==> src/rtl/psa_pkg.sv <==
package psa_pkg;

    // Default fraction bits of the angle output
    localparam int unsigned ANGLE_FRAC_BITS_DEF = 7;

    // Iterations of the vectoring rotator, two per pipeline stage
    localparam int unsigned CORDIC_STEPS = 24;
    localparam int unsigned CORDIC_STAGES = CORDIC_STEPS / 2;

    // Configuration register indexes
    localparam logic [2:0] CFG_NORMAL_X = 3'd0;
    localparam logic [2:0] CFG_NORMAL_Y = 3'd1;
    localparam logic [2:0] CFG_NORMAL_Z = 3'd2;
    localparam logic [2:0] CFG_CENTER_X = 3'd3;
    localparam logic [2:0] CFG_CENTER_Y = 3'd4;
    localparam logic [2:0] CFG_CENTER_Z = 3'd5;

    // arctan(2^-i) in binary angle units, 2^32 per turn
    localparam logic [31:0] ATAN_TURNS [CORDIC_STEPS] = '{
        32'h20000000, 32'h12E4051E, 32'h09FB385B, 32'h051111D4, 32'h028B0D43,
        32'h0145D7E1, 32'h00A2F61E, 32'h00517C55, 32'h0028BE53, 32'h00145F2F,
        32'h000A2F98, 32'h000517CC, 32'h00028BE6, 32'h000145F3, 32'h0000A2FA,
        32'h0000517D, 32'h000028BE, 32'h0000145F, 32'h00000A30, 32'h00000518,
        32'h0000028C, 32'h00000146, 32'h000000A3, 32'h00000051
    };

    typedef struct packed {
        logic signed [31:0] point_x;
        logic signed [31:0] point_y;
        logic signed [31:0] point_z;
    } t_in_item;

    typedef struct packed {
        logic [15:0] angle_deg;
        logic        degenerate;
    } t_out_item;

    // Configuration values and products derived from them
    typedef struct packed {
        logic signed [15:0] nx;
        logic signed [15:0] ny;
        logic signed [15:0] nz;
        logic signed [31:0] cx;
        logic signed [31:0] cy;
        logic signed [31:0] cz;
        logic [31:0]        a;
        logic signed [31:0] b;
        logic signed [31:0] c;
        logic [30:0]        s;
        logic               axis_zero;
    } t_cfg_vals;

    // Rotator state plus flags carried to the output
    typedef struct packed {
        logic signed [33:0] x;
        logic signed [33:0] y;
        logic signed [32:0] z;
        logic               negx;
        logic               negy;
        logic               degen;
    } t_rot;

    typedef enum logic [1:0] {
        SQ_IDLE,
        SQ_LOAD,
        SQ_RUN
    } t_sq_state;

    // Position of the highest set bit plus one, zero for zero
    function automatic logic [6:0] bitlen64(input logic [63:0] v);
        logic [6:0] n;
        n = '0;
        for (int i = 0; i < 64; i++) begin
            if (v[i]) n = 7'(i + 1);
        end
        return n;
    endfunction

    // Arithmetic shift that truncates toward zero
    function automatic logic signed [33:0] shr_trunc(input logic signed [33:0] v,
                                                     input int unsigned sh);
        logic signed [33:0] m;
        m = -v;
        if (v < 0) return -(m >>> sh);
        return v >>> sh;
    endfunction

    // One vectoring iteration: drive y toward zero
    function automatic t_rot cordic_iter(input t_rot v, input int unsigned i);
        t_rot r;
        logic signed [33:0] xs;
        logic signed [33:0] ys;
        r  = v;
        xs = shr_trunc(v.x, i);
        ys = shr_trunc(v.y, i);
        if (v.y > 0) begin
            r.x = v.x + ys;
            r.y = v.y - xs;
            r.z = v.z + $signed({1'b0, ATAN_TURNS[i]});
        end else if (v.y < 0) begin
            r.x = v.x - ys;
            r.y = v.y + xs;
            r.z = v.z - $signed({1'b0, ATAN_TURNS[i]});
        end
        return r;
    endfunction

endpackage

==> src/rtl/psa_post.sv <==
module psa_post #(
    parameter int unsigned ANGLE_FRAC_BITS = psa_pkg::ANGLE_FRAC_BITS_DEF
) (
    input  logic                i_clk,
    input  logic                i_rst_n,
    input  logic                i_en,
    input  logic                i_vld,
    input  psa_pkg::t_rot       i_rot,
    output logic                o_vld,
    output psa_pkg::t_out_item  o_item
);

    localparam int unsigned FW = 9 + ANGLE_FRAC_BITS;
    localparam int unsigned PW = 32 + FW;
    localparam logic [FW-1:0] FULL = FW'(360 << ANGLE_FRAC_BITS);

    logic [3:1]    r_vld;
    logic [31:0]   r_theta;
    logic [PW-1:0] r_prod;
    logic [2:1]    r_dg;
    logic [15:0]   r_angle;
    logic          r_degen;

    logic [30:0]   zc;
    logic [31:0]   theta;
    logic [PW:0]   rnd;
    logic [FW-1:0] deg;

    // Clamp the rotator angle to a quarter turn and place it in its quadrant
    always_comb begin
        if (i_rot.z < 0)                     zc = '0;
        else if (i_rot.z > 33'sd1073741824)  zc = 31'd1073741824;
        else                                 zc = i_rot.z[30:0];
        case ({i_rot.negx, i_rot.negy})
            2'b00:   theta = 32'(zc);
            2'b10:   theta = 32'h8000_0000 - 32'(zc);
            2'b11:   theta = 32'h8000_0000 + 32'(zc);
            default: theta = 32'd0 - 32'(zc);
        endcase
    end

    // Round the turn fraction to degrees and wrap a full turn
    assign rnd = (PW + 1)'(r_prod) + ((PW + 1)'(1) << 31);
    always_comb begin
        deg = FW'(rnd >> 32);
        if (deg >= FULL) deg = deg - FULL;
    end

    always_ff @(posedge i_clk) begin
        if (!i_rst_n) r_vld <= '0;
        else if (i_en) r_vld <= {r_vld[2:1], i_vld};
    end

    always_ff @(posedge i_clk) begin
        if (i_en) begin
            r_theta <= theta;
            r_dg[1] <= i_rot.degen;
            r_prod  <= PW'(r_theta) * PW'(FULL);
            r_dg[2] <= r_dg[1];
            r_angle <= r_dg[2] ? 16'd0 : 16'(deg);
            r_degen <= r_dg[2];
        end
    end

    assign o_vld             = r_vld[3];
    assign o_item.angle_deg  = r_angle;
    assign o_item.degenerate = r_degen;

endmodule

==> config.mk <==
export PLATFORM = sky130hd
export DESIGN_NAME = psa_post
export DESIGN_NICKNAME = d
export VERILOG_FILES = /design/src/rtl/psa_pkg.sv /design/src/rtl/psa_post.sv
export SDC_FILE = /design/constraint.sdc
export NUM_CORES = 1
export LEC_CHECK = 0
export BUFFER_PORTS_ARGS = -buffer_cell sky130_fd_sc_hd__buf_2
export CAP_MARGIN = 20
export CELL_PAD_IN_SITES_DETAIL_PLACEMENT = 0
export CELL_PAD_IN_SITES_GLOBAL_PLACEMENT = 1
export CORE_UTILIZATION = 44
export DETAILED_ROUTE_END_ITERATION = 10
export GPL_ROUTABILITY_DRIVEN = 1
export GPL_TIMING_DRIVEN = 1
export PLACE_DENSITY_LB_ADDON = 0.2
export SYNTH_ARGS = -nofsm -noshare
export SYNTH_HDL_FRONTEND = slang
export SYNTH_SLANG_ARGS = --single-unit
==> constraint.sdc <==
create_clock -name i_clk -period 5.2 [get_ports i_clk]
set_clock_uncertainty 0.1 [all_clocks]
set_input_delay 0.52 -clock i_clk [delete_from_list [all_inputs] [get_ports i_clk]]
set_output_delay 0.52 -clock i_clk [all_outputs]
set_load 0.05 [all_outputs]
==> metrics <==
status complete, no violations; R2R Setup Slk 310 ps; sequential fraction of the synthesis area between 20% and 30%; fill count 1507; initial antenna violation count 0; Yosys top cell by area edfxtp_1; Total Wirelength 14400 um; CTS Hold Buffers Added 0; Vias 5285; Post-synth EDFFs 68; Clk pwr share 18.8%; post-synth top area share 28.5%; final net count ~1000; latest clock arrival within the worst-skew pair 340 ps; CP max stage delay about 540 ps; Residual DRC 0; CP Data Arrival Time between 4000 and 5000 ps; H-tree depth 3; most common cell in the synthesized netlist inv_1; leak pwr 3.65 nW; share of layout cells above drive strength 1 ~13%; hold slack roughly 260 ps; DIE WIDTH 130 um; final setup vio count 0; Synth Area in Simple Gates 15.7%; register area roughly 2100 um2; switching share of total power 41.7%; crit-path cells ha_1 -> xor2_1 -> ha_1 -> a21o_1 -> fa_1 -> ha_1 -> a21oi_1 -> nor3_1 -> o31a_1 -> a311oi_1 -> nand2_1 -> o22ai_1 -> o41ai_1 -> o41a_1 -> xor2_1; synthesized net count 993; Chip Height 130 um; Yosys reg bits 71; pin count of the biggest net entering global routing 72; Hold EP r_dg[1]$_DFFE_PP_; Clock Sinks 71; wire length per cell between 10 and 15 um; crit-path most repeated cell ha_1; Cell Rows 46; maximum fanout along the worst path 4; R2R Path Start r_theta[5]$_DFFE_PP_; portion of netlist area occupied by mux cells under 10%; DP HPWL 11500 um; post-route ant nets 0; most instantiated cells after synthesis 113 x inv_1, 88 x ha_1, 68 x edfxtp_1; Area Growth Syn to Fin 11.3%; CTS max path bufs 2; fin cells around 1000; Syn Inst Count approximately 750; sw power 0.00151 W; gr usage total roughly 18%; CTS buffer count 9; die area 16800 um2; core area approximately 16000 um2; CP startpoint kind flop; fraction of registers with async set/reset 0%; Detailed Routing Iterations Pass 1 5; setup_tns 0 ps; slowest stage cell, crit path a311oi_1; Max-Cap Viols 0; final hold violations 0; Post-Place Cells between 1000 and 1500; Synth cell types 66; share of power burned in registers 26.2%; Final min period 4890 ps; Antenna Cells 0; R2R Path End r_prod[46]$_DFFE_PP_; Post-synth top flop edfxtp_1; worst hold start i_rot[0]; Final Max Tran Viols 0; adder-cell share of the synthesized area 28.3%; Avg Inst Size Synth 9.53 um2; max frequency 204 MHz; Internal 0.00210 W; area of the mapped netlist between 7000 and 8000 um2; Synth Area in Compound Gates around 13%; vias in the first global route around 5200; XOR/XNOR Fraction of Synth Area 5.26%; largest family of logic cells by synthesized area adder cells; worst hold path cell count 1; vias per inst 5.15; Yosys warnings 0; CTS tree built; critical path class flop to flop; Overflow after GRT 0; Setup crit end kind flop; Final GP Congestion approximately 0.83; normalized max-slew margin 41.1%; leading post-synthesis cells by cell area edfxtp_1 29%, ha_1 15%, fa_1 13%; Critical Path RT 5190 ps; final worst path period share 94.0%; clk slew on worst S/H paths about 60 ps; combinational power share 54.9%; area of the multi-input gates 4530 um2; # resized after CTS 0; 1st-iter DRT viols 201; RSZ-0062 raised after global routing no; starting density of the core a little under half; post-CTS setup buffers 0; CTS root buffer clkbuf_16; IO Port Bufs 57; actual slew at the worst max-slew pin just under 900 ps; total power roughly 0.0036 W; HP Class input port to flop; # IOs 126; global-route wire length before repair 24000 um; PwrDens 454 nW/um2; Worst VDD drop 0.204 mV; R2R cell count 15
[placed cells by master (no fill, tap or decap), types with 12 or more instances in the layout]
cell,instances
a21o_1,12
a21oi_1,36
buf_2,57
edfxtp_1,68
fa_1,46
ha_1,88
inv_1,113
nand2_1,56
nand3_1,37
nor2_1,53
nor3_1,14
o21ai_0,27
or2_2,13
xnor2_1,18
xor2_1,25
[routing by layer]
layer	vias to the layer above	routed length [um]	track usage [%]	part of all wire, %
met5	-	0	0	0
met4	0	255	5.47	1.8
met3	21	459	2.93	3.2
met2	105	6590	30.0	46
met1	2427	7060	24.2	49
li1	2732	-	-	-
[worst max path at each step]
stage                               start              endpoint  slack, ps  cells after the start
global route        r_theta[14]$_DFFE_PP_  r_prod[46]$_DFFE_PP_        150                     15
finish               r_theta[5]$_DFFE_PP_  r_prod[46]$_DFFE_PP_        310                     15
detailed placement  r_theta[11]$_DFFE_PP_  r_prod[46]$_DFFE_PP_        420                     15
CTS                 r_theta[14]$_DFFE_PP_  r_prod[46]$_DFFE_PP_        370                     15
global placement    r_theta[15]$_DFFE_PP_  r_prod[46]$_DFFE_PP_        460                     15
floorplan           r_theta[14]$_DFFE_PP_  r_prod[46]$_DFFE_PP_       1060                     15
[power groups by stage]
stage / logic [W] / clock network (W) / registers, W
after global placement: 0.00193 / 0 / 0.000956
final: 0.00198 / 0.000680 / 0.000948
after floorplan: 0.00149 / 0 / 0.00103
after detailed placement: 0.00197 / 0 / 0.000960
after CTS: 0.00199 / 0.000690 / 0.000948
after global routing: 0.00227 / 0.000714 / 0.000972
[cell families (layout without fill, tap and decap cells)]
kind of cell / Yosys count / in the layout
flops: 71 / 71
fa+ha+maj: 134 / 134
xor+xnor: 43 / 43
simple gates: 226 / 226
buf+inv: 129 / 189
compound gates: 141 / 141
mux: 7 / 7
[critical path, delay by kind of cell, from the launching register on]
family                   cells  cell delay [ps]
flip-flops                   1              470
adder cells (fa/ha/maj)      4             1390
XOR/XNOR                     2              350
AND/OR/NAND/NOR              2              290
AO/OA/AOI/OAI                7             2030
[cell type report]
| class | count | area share [%] |
|---|---|---|
| Clock buffer | 9 | 2.83 |
| Clock inverter | 7 | 1.29 |
| Inverter | 113 | 5.33 |
| Multi-Input combinational cell | 551 | 56.9 |
| Sequential cell | 71 | 26.4 |
| Tap cell | 216 | 3.39 |
| Timing Repair Buffer | 60 | 3.87 |
[per-stage QoR]
stage	area (um2)	setup slack (ps)	utilization, %
6_report	7960	310	50.1
5_1_grt	7960	153	50.1
4_1_cts	7960	369	50.1
3_5_place_dp	7630	417	48.1
3_3_place_gp	7630	463	48.1
2_1_floorplan	7150	1060	-
[flip-flops by register name (all words and copies together) (netlist names)]
register and flops:
r_degen 1, r_vld 3, r_prod 17, r_theta 32
r_dg 2, r_angle 16
Power figures use the tool's default switching activity.
