===== config.mk =====
export PLATFORM = sky130hd
export DESIGN_NAME = psa_cfg
export DESIGN_NICKNAME = d
export VERILOG_FILES = /design/src/rtl/psa_pkg.sv /design/src/rtl/psa_cfg.sv
export SDC_FILE = /design/constraint.sdc
export NUM_CORES = 2
export LEC_CHECK = 0
export BUFFER_PORTS_ARGS = -buffer_cell sky130_fd_sc_hd__buf_2
export CAP_MARGIN = 20
export CORE_AREA = 2 2 397 301
export DETAILED_ROUTE_END_ITERATION = 8
export DIE_AREA = 0 0 399 303
export PLACE_DENSITY_LB_ADDON = 0.12
export SLEW_MARGIN = 20
export SYNTH_ARGS = -nofsm -noshare
export SYNTH_HDL_FRONTEND = slang
export SYNTH_SLANG_ARGS = --single-unit

===== constraint.sdc =====
create_clock -name i_clk -period 14.6 [get_ports i_clk]
set_clock_uncertainty 0.1 [all_clocks]
set_input_delay 0.73 -clock i_clk [delete_from_list [all_inputs] [get_ports i_clk]]
set_output_delay 0.73 -clock i_clk [all_outputs]
set_load 0.1 [all_outputs]

===== src/rtl/psa_pkg.sv =====
package psa_pkg;

    // Default fraction bits of the angle output
    localparam int unsigned ANGLE_FRAC_BITS_DEF = 7;

    // Iterations of the vectoring rotator, two per pipeline stage
    localparam int unsigned CORDIC_STEPS = 24;
    localparam int unsigned CORDIC_STAGES = CORDIC_STEPS / 2;

    // Configuration register indexes
    localparam logic [2:0] CFG_NORMAL_X = 3'd0;
    localparam logic [2:0] CFG_NORMAL_Y = 3'd1;
    localparam logic [2:0] CFG_NORMAL_Z = 3'd2;
    localparam logic [2:0] CFG_CENTER_X = 3'd3;
    localparam logic [2:0] CFG_CENTER_Y = 3'd4;
    localparam logic [2:0] CFG_CENTER_Z = 3'd5;

    // arctan(2^-i) in binary angle units, 2^32 per turn
    localparam logic [31:0] ATAN_TURNS [CORDIC_STEPS] = '{
        32'h20000000, 32'h12E4051E, 32'h09FB385B, 32'h051111D4, 32'h028B0D43,
        32'h0145D7E1, 32'h00A2F61E, 32'h00517C55, 32'h0028BE53, 32'h00145F2F,
        32'h000A2F98, 32'h000517CC, 32'h00028BE6, 32'h000145F3, 32'h0000A2FA,
        32'h0000517D, 32'h000028BE, 32'h0000145F, 32'h00000A30, 32'h00000518,
        32'h0000028C, 32'h00000146, 32'h000000A3, 32'h00000051
    };

    typedef struct packed {
        logic signed [31:0] point_x;
        logic signed [31:0] point_y;
        logic signed [31:0] point_z;
    } t_in_item;

    typedef struct packed {
        logic [15:0] angle_deg;
        logic        degenerate;
    } t_out_item;

    // Configuration values and products derived from them
    typedef struct packed {
        logic signed [15:0] nx;
        logic signed [15:0] ny;
        logic signed [15:0] nz;
        logic signed [31:0] cx;
        logic signed [31:0] cy;
        logic signed [31:0] cz;
        logic [31:0]        a;
        logic signed [31:0] b;
        logic signed [31:0] c;
        logic [30:0]        s;
        logic               axis_zero;
    } t_cfg_vals;

    // Rotator state plus flags carried to the output
    typedef struct packed {
        logic signed [33:0] x;
        logic signed [33:0] y;
        logic signed [32:0] z;
        logic               negx;
        logic               negy;
        logic               degen;
    } t_rot;

    typedef enum logic [1:0] {
        SQ_IDLE,
        SQ_LOAD,
        SQ_RUN
    } t_sq_state;

    // Position of the highest set bit plus one, zero for zero
    function automatic logic [6:0] bitlen64(input logic [63:0] v);
        logic [6:0] n;
        n = '0;
        for (int i = 0; i < 64; i++) begin
            if (v[i]) n = 7'(i + 1);
        end
        return n;
    endfunction

    // Arithmetic shift that truncates toward zero
    function automatic logic signed [33:0] shr_trunc(input logic signed [33:0] v,
                                                     input int unsigned sh);
        logic signed [33:0] m;
        m = -v;
        if (v < 0) return -(m >>> sh);
        return v >>> sh;
    endfunction

    // One vectoring iteration: drive y toward zero
    function automatic t_rot cordic_iter(input t_rot v, input int unsigned i);
        t_rot r;
        logic signed [33:0] xs;
        logic signed [33:0] ys;
        r  = v;
        xs = shr_trunc(v.x, i);
        ys = shr_trunc(v.y, i);
        if (v.y > 0) begin
            r.x = v.x + ys;
            r.y = v.y - xs;
            r.z = v.z + $signed({1'b0, ATAN_TURNS[i]});
        end else if (v.y < 0) begin
            r.x = v.x - ys;
            r.y = v.y + xs;
            r.z = v.z - $signed({1'b0, ATAN_TURNS[i]});
        end
        return r;
    endfunction

endpackage


===== src/rtl/psa_cfg.sv =====
module psa_cfg (
    input  logic                i_clk,
    input  logic                i_rst_n,
    input  logic                i_cfg_we,
    input  logic [2:0]          i_cfg_idx,
    input  logic [31:0]         i_cfg_data,
    output psa_pkg::t_cfg_vals  o_cfg,
    output logic                o_busy
);

    logic signed [15:0] r_nx, r_ny, r_nz;
    logic signed [31:0] r_cx, r_cy, r_cz;
    logic [31:0]        r_a;
    logic signed [31:0] r_b, r_c;
    logic signed [31:0] sq_x, sq_y, sq_z;
    logic [31:0]        nn;
    logic               norm_wr;

    psa_pkg::t_sq_state r_state, n_state;
    logic [63:0] r_rem, r_root;
    logic [4:0]  r_cnt;
    logic [63:0] bit_w, trial;

    // Write registers
    always_ff @(posedge i_clk) begin
        if (!i_rst_n) begin
            r_nx <= '0;
            r_ny <= '0;
            r_nz <= 16'sd16384;
            r_cx <= '0;
            r_cy <= '0;
            r_cz <= '0;
        end else if (i_cfg_we) begin
            case (i_cfg_idx)
                psa_pkg::CFG_NORMAL_X: r_nx <= i_cfg_data[15:0];
                psa_pkg::CFG_NORMAL_Y: r_ny <= i_cfg_data[15:0];
                psa_pkg::CFG_NORMAL_Z: r_nz <= i_cfg_data[15:0];
                psa_pkg::CFG_CENTER_X: r_cx <= i_cfg_data;
                psa_pkg::CFG_CENTER_Y: r_cy <= i_cfg_data;
                psa_pkg::CFG_CENTER_Z: r_cz <= i_cfg_data;
                default: ;
            endcase
        end
    end

    assign norm_wr = i_cfg_we && (i_cfg_idx == psa_pkg::CFG_NORMAL_X ||
                                  i_cfg_idx == psa_pkg::CFG_NORMAL_Y ||
                                  i_cfg_idx == psa_pkg::CFG_NORMAL_Z);

    // Squares and cross terms of the normal
    assign sq_x = r_nx * r_nx;
    assign sq_y = r_ny * r_ny;
    assign sq_z = r_nz * r_nz;
    assign nn   = sq_x + sq_y + sq_z;

    always_ff @(posedge i_clk) begin
        r_a <= sq_y + sq_z;
        r_b <= r_nx * r_ny;
        r_c <= r_nx * r_nz;
    end

    // Square root sequencer state
    always_ff @(posedge i_clk) begin
        if (!i_rst_n) r_state <= psa_pkg::SQ_LOAD;
        else          r_state <= n_state;
    end

    always_comb begin
        n_state = r_state;
        case (r_state)
            psa_pkg::SQ_IDLE: if (norm_wr) n_state = psa_pkg::SQ_LOAD;
            psa_pkg::SQ_LOAD: n_state = psa_pkg::SQ_RUN;
            psa_pkg::SQ_RUN:  if (r_cnt == 5'd31) n_state = psa_pkg::SQ_IDLE;
            default:          n_state = psa_pkg::SQ_IDLE;
        endcase
        if (norm_wr) n_state = psa_pkg::SQ_LOAD;
    end

    // One result bit per cycle of floor(sqrt(nn * 2^30))
    assign bit_w = 64'd1 << (6'd62 - {r_cnt, 1'b0});
    assign trial = r_root + bit_w;

    always_ff @(posedge i_clk) begin
        if (r_state == psa_pkg::SQ_LOAD) begin
            r_rem  <= {nn, 30'd0} & 64'h3FFF_FFFF_FFFF_FFFF;
            r_root <= '0;
            r_cnt  <= '0;
        end else if (r_state == psa_pkg::SQ_RUN) begin
            r_cnt <= r_cnt + 5'd1;
            if (r_rem >= trial) begin
                r_rem  <= r_rem - trial;
                r_root <= (r_root >> 1) + bit_w;
            end else begin
                r_root <= r_root >> 1;
            end
        end
    end

    always_comb begin
        o_cfg.nx        = r_nx;
        o_cfg.ny        = r_ny;
        o_cfg.nz        = r_nz;
        o_cfg.cx        = r_cx;
        o_cfg.cy        = r_cy;
        o_cfg.cz        = r_cz;
        o_cfg.a         = r_a;
        o_cfg.b         = r_b;
        o_cfg.c         = r_c;
        o_cfg.s         = r_root[30:0];
        o_cfg.axis_zero = (r_ny == 16'sd0) && (r_nz == 16'sd0);
    end

    assign o_busy = (r_state != psa_pkg::SQ_IDLE);

    a_norm_restart: assert property (@(posedge i_clk) disable iff (!i_rst_n)
        norm_wr |=> r_state == psa_pkg::SQ_LOAD)
        else $error("normal write did not restart the root unit");

    a_root_done: assert property (@(posedge i_clk) disable iff (!i_rst_n)
        (r_state == psa_pkg::SQ_RUN && r_cnt == 5'd31 && !norm_wr)
        |=> r_state == psa_pkg::SQ_IDLE)
        else $error("root unit ran past its last bit");

    a_load_run: assert property (@(posedge i_clk) disable iff (!i_rst_n)
        (r_state == psa_pkg::SQ_LOAD && !norm_wr)
        |=> (r_state == psa_pkg::SQ_RUN && r_cnt == 5'd0))
        else $error("root unit did not start from its first bit");

endmodule


==> metrics.md <==
| Metric | Value |
|---|---|
| GPL Wtd Cong | `0.9361` |
| Number of synthesis warnings | `0` |
| Final core occ | `0.6330` |
| Max stage delay on crit path | `0.85 ns` |
| Fmax | `80.24 MHz` |
| TritonCTS Buffers | `46` |
| Root Buffer | `clkbuf_16` |
| Hold Buf Count CTS | `0` |
| Nets | `10.02k` |
| Slew @ Worst Pin | `1.023 ns` |
| Dpl ws | `2.217 ns` |
| Setup crit start kind | `flop` |
| Ranking of synthesized cells by area | `fa_1 37%, ha_1 11%, dfxtp_1 9.8%` |
| Hold Vio Cnt, Final | `0` |
| Die Height | `303 um` |
| Core Region | `117000 um^2` |
| Port bufs | `310` |
| Relative slew slack | `0.3132` |
| DR vias/cell | `5.606` |
| Hold WS | `0.2673 ns` |
| Critical Path RT | `14.86 ns` |
| Cell Int Power | `2.169 mW` |
| Worst VDD drop | `0.08879 mV` |
| TritonCTS clock tree | `done` |
| P&R area growth vs syn | `6.109%` |
| Sequential-to-total area share from yosys stat | `0.1121` |
| Leak | `35.07 nW` |
| Worst Path Arrival | `12.72 ns` |
| Combinational share of power | `0.356` |
| Final slew viol count | `0` |
| Crit Path Max Fanout | `19` |
| Count leader, synth | `inv_1` |
| Average wire per standard cell | `19.72 um` |
| Share of cells above drive strength 1 | `0.06757` |
| WL final | `190700 um` |
| Fin Setup TNS | `0 ns` |
| Drt first pass iters | `6` |
| DP Wirelength | `153400 um` |
| First-pass GRT wire length | `306500 um` |
| Cell taking the most area after synthesis | `fa_1` |
| Most used cell, CP | `fa_1` |
| Average size of a mapped cell | `8.742 um^2` |
| Crit path max-delay cell type | `dfxtp_1` |
| Cell Rows | `109` |
| Setup-failing EPs final | `0` |
| Initial Util | `0.5965` |
| Syn nets | `9929` |
| Final setup margin | `2.137 ns` |
| Drt drc | `0` |
| CTS HTree Levels | `2` |
| Deepest clock path buffer count | `3` |
| Total track usage | `0.3256` |
| RSZ-0062 raised after global routing | `false` |
| Clock Power Share | `0.329` |
| Gate Count Post-Synth | `7985` |
| Status | `finished clean` |
| Power per Cell Area | `49.53 nW/um^2` |
| Synth top area share | `0.3723` |
| Latest clock arrival within the worst-skew pair | `0.67 ns` |
| Initial antenna violation count | `7` |
| Worst Hold Class | `input port to flop` |
| Net Sw Frac | `0.4088` |
| Max-cap viol count | `0` |
| Vias | `54.21k` |
| Psw | `1.500 mW` |
| Clock sinks | `375` |
| Endpoint class of the critical path | `flop` |
| Number of global-route vias before repair | `55.77k` |
| # IOs | `311` |
| Gr ovfl total | `0` |
| Die W | `399 um` |
| Post-synth EDFFs | `32` |
| Synth Register Bits | `375` |
| Post-CTS setup buffer count | `0` |
| Synthesized area | `69800 um^2` |
| Minimum clock period | `12.46 ns` |
| Ys async rst share | `0` |
| Seq pwr share | `0.315` |
| DRT iter0 DRCs | `4028` |
| Detail Route Antenna Nets | `0` |
| Die ar. | `120900 um^2` |
| Synth top cells by count | `1701 x inv_1, 1298 x fa_1, 1082 x nand2_1` |
| Distinct cells, synth | `87` |
| Setup CP Type | `flop to flop` |
| Worst-path clk slew | `0.06 ns` |
| Synth Flop Type | `dfxtp_1` |
| Largest net degree at the start of global routing | `90` |
| Post-cts sizing count | `0` |
| Period utilisation layout | `0.8536` |
power groups by stage:
stage / Combinational [mW] / Sequential [mW] / Clock [mW]
2_1_floorplan: 0.836 / 1.32 / 0
3_3_place_gp: 1.28 / 1.18 / 0
3_5_place_dp: 1.29 / 1.18 / 0
4_1_cts: 1.29 / 1.15 / 1.23
5_1_grt: 1.43 / 1.16 / 1.26
6_report: 1.31 / 1.16 / 1.21
cell usage in the layout (no fill, tap or decap), types with 32 or more instances in the layout:
cell type / count
nand2_1: 1081
a21boi_0: 155
nor2b_1: 40
a31oi_1: 78
fa_1: 1298
nor2_1: 387
buf_4: 84
o21bai_1: 61
nand3_1: 67
a211oi_1: 46
and2_1: 252
clkbuf_16: 47
dfxtp_1: 328
xnor2_1: 230
nand4_1: 45
a21o_1: 101
inv_1: 1701
buf_2: 309
ha_1: 606
edfxtp_1: 32
a21oi_1: 276
nand2b_1: 60
xor2_1: 134
nor3_1: 54
o21ai_0: 174
o21a_1: 40
through the flow:
stage,area [um^2],instances,power (mW)
floorplan,69800,7985,2.153
global placement,72520,9579,2.453
detailed placement,72520,9579,2.462
CTS,74050,9664,3.677
global route,74060,9667,3.850
finish,74070,9670,3.669
metal layers:
layer  track usage  wire length (um)  vias to the layer above
met5             0                 0                        -
met4       0.08494              5315                        0
li1              -                 -                    24874
met2        0.5020             84430                     1913
met1        0.4594             82330                    27153
met3       0.08340             18600                      273
final cells by class:
type,instances,area [um^2]
diodes,6,15.01
clock buffers,62,1306
clock inverters,23,226.5
fillers,10224,42950
inverters,1710,6419
multi-input cells,5547,54130
flip-flops and latches,375,7846
well taps,1554,1944
repair buffers,393,2177
final timing paths:
| kind | startpoint | end | slack (ns) | cells after the start |
|---|---|---|---|---|
| worst min register to register | r_rem[5]$_SDFFE_PP0P_ | r_rem[5]$_SDFFE_PP0P_ | 0.36 | 2 |
| worst max-delay path | r_nz[6]$_SDFFE_PN0P_ | r_rem[61]$_DFFE_PP_ | 2.14 | 45 |
| worst min-delay path | i_cfg_data[17] | r_cy[17]$_SDFFE_PN0P_ | 0.27 | 3 |
| worst max register to register | r_nz[6]$_SDFFE_PN0P_ | r_rem[61]$_DFFE_PP_ | 2.14 | 45 |
cell families after synthesis:
family / count (synthesis) / share of synthesized area
AO/OA/AOI/OAI: 1146 / 0.1095
XOR/XNOR: 366 / 0.04623
adder cells (fa/ha/maj): 1908 / 0.4815
buffers and inverters: 2063 / 0.1130
flip-flops: 375 / 0.1121
multiplexers: 18 / 0.002617
AND/OR/NAND/NOR: 2109 / 0.1350
worst max-delay path: cells and delay by family, from the launching register on:
family / cells / cell delay (ns)
XOR/XNOR: 2 / 0.52
buffers and inverters: 10 / 0.90
adder cells (fa/ha/maj): 14 / 5.97
AO/OA/AOI/OAI: 10 / 2.17
AND/OR/NAND/NOR: 9 / 1.64
flip-flops: 1 / 0.85
sequential cells by signal (all words and copies together) (netlist names):
name	cells
r_b	32
r_ny	16
r_cx	32
r_a	32
r_cnt	5
r_cy	32
r_nz	16
r_rem	64
r_nx	16
r_c	32
r_root	64
r_state	2
r_cz	32
No activity file was read; power rests on OpenSTA's default activity.
